## config.mk

```make
export PLATFORM = sky130hd
export DESIGN_NAME = scst_slot_unit
export DESIGN_NICKNAME = d
export VERILOG_FILES = /design/src/rtl/scst_slot_unit.sv
export SDC_FILE = /design/constraint.sdc
export NUM_CORES = 1
export LEC_CHECK = 0
export BUFFER_PORTS_ARGS = -buffer_cell sky130_fd_sc_hd__clkbuf_2
export CORE_AREA = 4 4 41 43
export DETAILED_ROUTE_END_ITERATION = 10
export DIE_AREA = 0 0 45 47
export GPL_TIMING_DRIVEN = 0
export PLACE_DENSITY = 0.67
export SYNTH_ARGS = -nofsm -noshare
export SYNTH_HDL_FRONTEND = slang
export SYNTH_SLANG_ARGS = --single-unit
```

## constraint.sdc

```tcl
create_clock -name vclk -period 1.4
set_input_delay 0.07 -clock vclk [all_inputs]
set_output_delay 0.07 -clock vclk [all_outputs]
set_load 0.01 [all_outputs]
```

## src/rtl/scst_slot_unit.sv

```systemverilog
`default_nettype none

// Ring address: (base + pos) mod SLOTS, both operands already below SLOTS.
module scst_slot_unit #(
  parameter int SLOTS = 512,
  parameter int W     = 9
) (
  input  wire [W-1:0]  base,
  input  wire [W-1:0]  pos,
  output logic [W-1:0] slot
);

  localparam logic [W:0] SLOTS_X = (W+1)'(SLOTS);

  logic [W:0] sum;
  logic [W:0] wrapped;

  always_comb begin
    sum     = {1'b0, base} + {1'b0, pos};
    wrapped = sum - SLOTS_X;
    slot    = (sum >= SLOTS_X) ? wrapped[W-1:0] : sum[W-1:0];
  end

endmodule

`default_nettype wire

```

==> results of run 1 <==
-- metrics by stage --
stage / worst slack, ns / instance area, um^2
5_1_grt: -0.1065 / 625.6
6_report: -0.06257 / 625.6
2_1_floorplan: 0.01773 / 357.8
3_3_place_gp: -0.1697 / 511.7
3_5_place_dp: -0.1741 / 511.7
4_1_cts: -0.1392 / 550.5
-- layout by cell type (no fill, tap or decap), types with 2 or more instances in the layout --
| cell type | instances |
|---|---|
| clkbuf_2 | 22 |
| xnor2_1 | 5 |
| ha_1 | 4 |
| ha_4 | 4 |
| nand2_1 | 3 |
| buf_2 | 3 |
| a21oi_4 | 2 |
| a21oi_1 | 2 |
| xor2_1 | 2 |
| buf_6 | 2 |
| buf_4 | 2 |
-- report_power, final --
part           internal, mW  switching, mW
clock network             0              0
logic                 0.155          0.152
registers                 0              0
-- logic make-up after synthesis --
| kind of cell | after synthesis | synth area share, % |
|---|---|---|
| and+or+nand+nor | 9 | 13.40 |
| muxes | 1 | 2.899 |
| buffers and inverters | 1 | 1.086 |
| adders and majority gates | 9 | 34.78 |
| xor gates and xnor gates | 7 | 17.75 |
| AOI/OAI and AO/OA | 14 | 30.08 |
-- what timing repair did --
action	in CTS	in global routing
endpoints found under the setup margin	3	5
buffers inserted	2	0
gates resized for setup	4	16
pin swaps	5	6
-- routing by layer --
metal | vias up | track usage (%) | part of all wire, %
li1 | 213 | - | -
met1 | 182 | 9.910 | 42
met2 | 17 | 15.54 | 51
met3 | 0 | 0 | 7.0
met4 | 0 | 0 | 0
met5 | - | 0 | 0
-- critical path, stage by stage --
cell	delay [ns]
buf_6	0.10
ha_4	0.15
fa_2	0.34
a21o_4	0.21
a21oi_4	0.16
o31ai_2	0.08
xnor2_1	0.13
buf_2	0.15
-- worst paths after layout --
check               start      end  depth (start not counted)
setup / recovery  base[0]  slot[8]                          8
hold / removal     pos[0]  slot[0]                          3
-- cell type report --
cell class                      instances  area (um^2)
Fill cell                             132        675.6
Tap cell                               15        18.77
Timing Repair Buffer                   29        162.7
Multi-Input combinational cell         40        440.4
Inverter                                1        3.754
==> metrics.md, run 1 <==
| Metric | Value |
|---|---|
| Outcome | `complete, but fails checks` |
| Failing checks | `setup timing` |
| Placed cells | `83` |
| RSZ-0062 raised after global routing | `yes` |
| Hold Slack | `0.4366 ns` |
| Final HPWL DP | `781.8 um` |
| Leak | `0.2905 nW` |
| DRC viols | `0` |
| Most common cell in the netlist | `ha_1` |
| Die ar. | `0.002115 mm^2` |
| Fin crit share | `104.5%` |
| Max-cap viol count | `0` |
| Vias in the first global route | `373` |
| Pwr dens | `491.6 mW/mm^2` |
| Via Count | `412` |
| Fin. Hold Viols | `0` |
| Max Fclk | `683.7 MHz` |
| Gr ovfl total | `0` |
| Synth cell count leaders | `ha_1 (8), xnor2_1 (5), a21oi_1 (4), nand2_1 (4)` |
| WP data arrival | `1.39 ns` |
| First-pass GRT wire length | `1359 um` |
| P&R area growth vs syn | `81.16%` |
| ANT nets after route | `0` |
| Largest net degree at the start of global routing | `6` |
| CTS hold repair buffers | `0` |
| GP Congestion | `0.7090` |
| Hold WC Path Type | `input port to output port` |
| Fin cells | `85` |
| Slew HR | `80.46%` |
| Final worst-path setup slack | `-0.06257 ns` |
| Setup TNS Final | `-0.1216 ns` |
| Syn Nets | `68` |
| Port Buffers | `27` |
| First-pass DRT Iterations | `4` |
| Synth area leaders | `ha_1 (29%), xnor2_1 (13%), a21oi_1 (5.8%)` |
| Mapped Area | `345.3 um^2` |
| FF/Latch Area | `0 um^2` |
| Largest area contributor in the netlist | `ha_1` |
| Routed wire length | `897 um` |
| Setup violators final | `2` |
| Yosys cell types | `21` |
| Mean number of vias per cell | `4.847` |
| Setup CP Type | `input port to output port` |
| Share of the synthesized area in the top cell type | `28.99%` |
| Cells after Synth | `41` |
| Initial core utilization | `26.54%` |
| CP max FO | `3` |
| # diodes | `0` |
| Rows | `13` |
| Worst Tran Pin Value | `0.2926 ns` |
| Max-slew violations | `0` |
| Core area | `0.001301 mm^2` |
| Fraction of layout cells with a size suffix above 1 | `61.43%` |
| CP Data Required Time | `1.33 ns` |
| Syn avg cell area | `8.423 um^2` |
| Total power draw | `0.3076 mW` |
| Drt first-iter violations | `3` |
| WL per Instance | `10.55 um` |
| Worst setup SP type | `input port` |
| Antenna violations before repair | `0` |
| Crit path capture type | `output port` |
| IO Pins | `27` |
| Die height | `47 um` |
| Seq/Total Area, Yosys | `0%` |
| Final #Nets | `99` |
| Synth warn | `0` |
| Final Util | `48.08%` |
| FFs & Latches | `0` |
| Final critical-path required period | `1.463 ns` |
| CLK BUF | `0` |
| Peak VDD IR | `0.2177 mV` |
| Overall global routing resource usage | `7.795%` |
| Die Span X | `45 um` |
No activity file was read; power rests on OpenSTA's default activity.
==> inputs of run 2 (changes only) <==
--- a/config.mk
+++ b/config.mk
@@ -5,12 +5,13 @@
 export SDC_FILE = /design/constraint.sdc
 export NUM_CORES = 1
 export LEC_CHECK = 0
+export ABC_AREA = 1
 export BUFFER_PORTS_ARGS = -buffer_cell sky130_fd_sc_hd__clkbuf_2
 export CORE_AREA = 4 4 41 43
 export DETAILED_ROUTE_END_ITERATION = 10
 export DIE_AREA = 0 0 45 47
 export GPL_TIMING_DRIVEN = 0
-export PLACE_DENSITY = 0.67
+export PLACE_DENSITY = 0.7
 export SYNTH_ARGS = -nofsm -noshare
 export SYNTH_HDL_FRONTEND = slang
 export SYNTH_SLANG_ARGS = --single-unit
==> constraint.sdc (replaced) <==
create_clock -name vclk -period 1.5
set_input_delay 0.075 -clock vclk [all_inputs]
set_output_delay 0.075 -clock vclk [all_outputs]
set_load 0.01 [all_outputs]
==> run 2 against run 1 <==
  * The flow now finishes without violations
  * Sequential cell count stayed put
  * Hold slack better by 0.015 ns
  * Synthesized area increased by 21%
  * Sequential share of layout area unchanged
  * Combinational power shrank 22%
  * Global-route usage grew 0.41 points
  * Via count is 20% higher
  * Critical path depth rose by 1
  * Synthesized cell count increased by 73%
  * Largest power group unchanged
==> metrics.md, run 2 <==
| Metric | Value |
|---|---|
| Die height | `47 um (unchanged)` |
| P&R area growth vs syn | `36.94%` |
| First-pass GRT wire length | `1407 um (+3.5%)` |
| Fin crit share | `92.38%` |
| Hold WC Path Type | `input port to output port` |
| FFs & Latches | `0 (unchanged)` |
| Setup violators final | `0 (-2)` |
| Seq/Total Area, Yosys | `0% (unchanged)` |
| Synth area leaders | `nand2_1 (26%), ha_1 (24%), inv_1 (11%)` |
| Vias in the first global route | `394 (+5.6%)` |
| Peak VDD IR | `0.1725 mV (-21%)` |
| CP Data Required Time | `1.42 ns (+0.09 ns)` |
| FF/Latch Area | `0 um^2 (unchanged)` |
| Antenna violations before repair | `0 (unchanged)` |
| Rows | `13 (unchanged)` |
| Gr ovfl total | `0 (unchanged)` |
| Port Buffers | `27 (unchanged)` |
| Psw | `0.1299 mW (-15%)` |
| Yosys cell types | `13 (-38%)` |
| Leak | `0.3778 nW (+30%)` |
| Slew HR | `88.85% (+8.4 points)` |
| PostCTS Resize Cnt | `0 (-4)` |
| Most common cell after layout, fill and taps aside | `nand2_1` |
| ANT nets after route | `0 (unchanged)` |
| Setup Buffers After CTS | `0 (-2)` |
| RSZ-0062 raised after global routing | `no` |
| First-pass DRT Iterations | `4 (unchanged)` |
| DRC viols | `0 (unchanged)` |
| Internal cell power | `0.1096 mW (-29%)` |
| Die Span X | `45 um (unchanged)` |
| Commonest cells after routing, fill and taps aside | `nand2_1 (29), clkbuf_2 (27), inv_1 (12), ha_1 (8), nand3_1 (6)` |
| Max Fclk | `721.6 MHz` |
| Outcome | `finished clean` |
| Fin. Hold Viols | `0 (unchanged)` |
| Drt first-iter violations | `5 (+2)` |
| Max-slew violations | `0 (unchanged)` |
| Synth cell count leaders | `nand2_1 (29), inv_1 (12), ha_1 (8)` |
| Mean number of vias per cell | `4.381 (-9.6%)` |
| IO Pins | `27 (unchanged)` |
| CLK BUF | `0 (unchanged)` |
| Core area | `0.001301 mm^2 (unchanged)` |
| Hold path depth | `3 (unchanged)` |
| Hold EP | `slot[0]` |
| Syn Nets | `98 (+44%)` |
| Final HPWL DP | `883.1 um (+13%)` |
| # diodes | `0 (unchanged)` |
| Initial core utilization | `32.02% (+5.5 points)` |
| Share of the synthesized area in the top cell type | `26.13% (-2.9 points)` |
| Final critical-path required period | `1.386 ns` |
| CTS hold repair buffers | `0 (unchanged)` |
| Mapped Area | `416.7 um^2 (+21%)` |
| Synth warn | `0 (unchanged)` |
| Final #Nets | `127 (+28%)` |
| Routed wire length | `915 um (+2.0%)` |
| Reg power frac | `0% (unchanged)` |
| Setup TNS Final | `0 ns (+0.1216 ns)` |
| WP data arrival | `1.31 ns (-0.08 ns)` |
| Cells after Synth | `71 (+73%)` |
| Die ar. | `0.002115 mm^2 (unchanged)` |
| Crit path capture type | `output port` |
| Comb power frac | `100.0% (about the same)` |
| GP Congestion | `0.7312 (+3.1%)` |
| Hold path startpoint | `pos[0]` |
| Largest net degree at the start of global routing | `6 (unchanged)` |
| Syn avg cell area | `5.868 um^2 (-30%)` |
| Worst Tran Pin Value | `0.1672 ns (-0.1254 ns)` |
| Placed cells | `113 (+36%)` |
| Clock share of power | `0% (unchanged)` |
| Fin cells | `113 (+33%)` |
| Fraction of layout cells with a size suffix above 1 | `29.59% (-32 points)` |
| CP max FO | `3 (unchanged)` |
| Most common cell in the netlist | `nand2_1` |
| Max-cap viol count | `0 (unchanged)` |
| Overall global routing resource usage | `8.208% (+0.41 points)` |
| WL per Instance | `8.097 um (-23%)` |
| Multi-input logic area | `371.6 um^2 (-16%)` |
| Largest area contributor in the netlist | `nand2_1` |
| Setup CP Type | `input port to output port` |
| Pwr dens | `419.8 mW/mm^2 (-15%)` |
| Switching share of power | `54.22% (+4.7 points)` |
| Via Count | `495 (+20%)` |
| Worst setup SP type | `input port` |
| Filler cell count | `143 (+8.3%)` |
==> run 2: layer usage <==
layer | wire [um] | global-route usage [%] | vias up
met5 | 0 | 0 | -
met3 | 92 | 0 | 0
li1 | - | - | 277
met4 | 0 | 0 | 0
met2 | 408 | 15.82 | 18
met1 | 414 | 10.88 | 200
==> run 2: critical path: stages <==
cell and delay [ns]:
clkbuf_2 0.08, ha_1 0.21, fa_1 0.41, nand2_1 0.10, nand2_2 0.07, nand3_1 0.10
nand3_1 0.08, nand2_1 0.07, clkbuf_2 0.12
==> run 2: cell families (layout without fill, tap and decap cells) <==
group	Yosys count	in the layout	share of synthesized area, %
simple gates	44	44	45.04
buf+inv	12	39	10.81
fa+ha+maj	9	9	28.83
xor+xnor	4	4	12.91
compound gates	2	2	2.402
==> run 2: worst max-delay path by stage <==
stage / startpoint / to / slack, ns / cells past startpoint
floorplan: base[0] / slot[8] / 0.34 / 7
global placement: base[0] / slot[8] / 0.12 / 9
detailed placement: base[0] / slot[8] / 0.1 / 10
CTS: base[0] / slot[8] / 0.09 / 10
global route: base[0] / slot[8] / 0.01 / 9
finish: base[0] / slot[8] / 0.11 / 9
==> run 2: metrics by stage <==
step                      hold WS [ns]  setup WS (ns)  total power, mW  util, %  area, um^2
after floorplan                 0.2901         0.3388           0.1559        -       416.7
after global placement          0.4502         0.1175           0.2361    43.85       570.5
after detailed placement        0.4567        0.09512           0.2425    43.85       570.5
after CTS                       0.4567        0.09498           0.2435    43.85       570.5
after global routing            0.4658        0.01049           0.2696    43.85       570.5
final                           0.4513         0.1143           0.2395    43.85       570.5
==> run 2: power groups by stage <==
stage,registers (mW),clock network (mW),logic (mW)
after global placement,0,0,0.236
after CTS,0,0,0.244
final,0,0,0.240
after detailed placement,0,0,0.242
after global routing,0,0,0.270
after floorplan,0,0,0.156
==> run 2: final cells by class <==
class,count,share of cell area (%)
timing repair buffer,27,23.68
tap,15,3.289
inverter,12,7.895
multi-input combinational,59,65.13
==> inputs of run 3 (changes only) <==
--- a/config.mk
+++ b/config.mk
@@ -12,6 +12,7 @@
 export DIE_AREA = 0 0 45 47
 export GPL_TIMING_DRIVEN = 0
 export PLACE_DENSITY = 0.7
+export RECOVER_POWER = 100
 export SYNTH_ARGS = -nofsm -noshare
 export SYNTH_HDL_FRONTEND = slang
 export SYNTH_SLANG_ARGS = --single-unit
==> run 3 against run 2 <==
  * First-iteration DRC count unchanged
  * Critical endpoint unchanged
  * Combinational power decreased by 3%
  * Total power shrank 3.2%
  * Global-route usage stayed put
  * Non-clock buffer count is the same
==> metrics.md, run 3 (same netlist as run 2, synthesis figures left out) <==
| Metric | Value |
|---|---|
| Outcome | `finished clean` |
| Commonest cells after routing, fill and taps aside | `nand2_1 (29), clkbuf_2 (21), inv_1 (12), ha_1 (8)` |
| Final #Nets | `127 (unchanged)` |
| Final worst-path setup slack | `0.1138 ns (-0.0004330 ns)` |
| WL per Instance | `8.150 um (+0.66%)` |
| Drt first-iter violations | `5 (unchanged)` |
| GP Congestion | `0.7312 (unchanged)` |
| Antenna violations before repair | `0 (unchanged)` |
| Port Buffers | `27 (unchanged)` |
| Worst setup SP type | `input port` |
| Largest net degree at the start of global routing | `6 (unchanged)` |
| Most common cell after layout, fill and taps aside | `nand2_1` |
| Routed wire length | `921 um (+0.66%)` |
| Core area | `0.001301 mm^2 (unchanged)` |
| Die height | `47 um (unchanged)` |
| CP Data Required Time | `1.42 ns (about the same)` |
| Setup Buffers After CTS | `0 (unchanged)` |
| CP Cell Sequence | `clkbuf_2, ha_1, fa_1, nand2_1, nand2_2, nand3_1, nand3_1, nand2_1, clkbuf_2` |
| Max Fclk | `721.4 MHz (about the same)` |
| Leak | `0.3590 nW (-5.0%)` |
| Die ar. | `0.002115 mm^2 (unchanged)` |
| # diodes | `0 (unchanged)` |
| FFs & Latches | `0 (unchanged)` |
| Via Count | `493 (-0.40%)` |
| RSZ-0062 raised after global routing | `no` |
| Initial core utilization | `32.02% (unchanged)` |
| Mean number of vias per cell | `4.363 (-0.40%)` |
| First-pass GRT wire length | `1407 um (unchanged)` |
| Dpl ws | `0.09512 ns (unchanged)` |
| Final critical-path required period | `1.386 ns (+0.0004330 ns)` |
| CTS hold repair buffers | `0 (unchanged)` |
| Die Span X | `45 um (unchanged)` |
| Setup violators final | `0 (unchanged)` |
| CLK BUF | `0 (unchanged)` |
| Peak VDD IR | `0.1646 mV (-4.6%)` |
| FF/Latch Area | `0 um^2 (unchanged)` |
| ANT nets after route | `0 (unchanged)` |
| Worst Tran Pin Value | `0.1672 ns (unchanged)` |
| P&R area growth vs syn | `35.14%` |
| WP data arrival | `1.31 ns (about the same)` |
| Final HPWL DP | `883.1 um (unchanged)` |
| Rows | `13 (unchanged)` |
| PostCTS Resize Cnt | `0 (unchanged)` |
| Vias in the first global route | `394 (unchanged)` |
| Gr ovfl total | `0 (unchanged)` |
| Setup CP Type | `input port to output port` |
| Crit path capture type | `output port` |
| Slew HR | `88.85% (unchanged)` |
| Slowest cell on crit path | `fa_1` |
| Fraction of layout cells with a size suffix above 1 | `23.47% (-6.1 points)` |
| Pwr dens | `411.9 mW/mm^2 (-1.9%)` |
| DRC viols | `0 (unchanged)` |
| CP max FO | `3 (unchanged)` |
| Fin. Hold Viols | `0 (unchanged)` |
| Hold WC Path Type | `input port to output port` |
| Max-cap viol count | `0 (unchanged)` |
| Fin crit share | `92.41% (about the same)` |
| Max-slew violations | `0 (unchanged)` |
| Overall global routing resource usage | `8.208% (unchanged)` |
| Worst path max stage delay | `0.41 ns (about the same)` |
| Final Util | `43.27% (-0.58 points)` |
| IO Pins | `27 (unchanged)` |
| First-pass DRT Iterations | `2 (-2)` |
| Filler cell count | `148 (+3.5%)` |
| Setup TNS Final | `0 ns (unchanged)` |
==> run 3: changes by cell type in the layout (fill, tap and decap cells not counted) <==
| cell | previous run | this run |
|---|---|---|
| clkbuf_2 | 27 | 21 |
| clkbuf_1 | 0 | 6 |
| or2_1 | 2 | 1 |
| or2_0 | 0 | 1 |
==> run 3: per-stage QoR <==
step / cells / hold slack [ns] / power (mW) / area [um^2]
after floorplan: 71 / 0.2901 / 0.1559 / 416.7
after global placement: 113 / 0.4502 / 0.2361 / 570.5
after detailed placement: 113 / 0.4567 / 0.2425 / 570.5
after CTS: 113 / 0.4567 / 0.2435 / 570.5
after global routing: 113 / 0.4935 / 0.2603 / 563.0
final: 113 / 0.4738 / 0.2319 / 563.0
==> run 3: path summary, 6_finish.rpt <==
check	start	slack [ns]	cells after the start	endpoint
max	base[0]	0.11	9	slot[8]
min	pos[0]	0.47	3	slot[0]
==> run 3: routing by layer <==
metal	global-route usage [%]	share of wire, %
met5	0	0
met4	0	0
met3	0	11
met2	15.82	44
met1	10.88	45
==> run 3: power breakdown <==
| group | total [mW] | switching, mW | internal (mW) | leakage (nW) |
|---|---|---|---|---|
| combinational | 0.232 | 0.130 | 0.102 | 0.359 |
| clock | 0 | 0 | 0 | 0 |
| sequential | 0 | 0 | 0 | 0 |
| total | 0.232 | 0.130 | 0.102 | 0.359 |
==> run 3: cell type report <==
class                      count  area, um^2  area share, %
multi-input combinational     59       371.6          66.00
timing repair buffer          27       127.6          22.67
inverter                      12       45.04          8.000
tap                           15       18.77          3.333
==> run 3: critical path: cells and delay by family <==
kind / cells / cell delay (ns)
fa+ha+maj: 2 / 0.62
buf+inv: 2 / 0.20
simple gates: 5 / 0.42
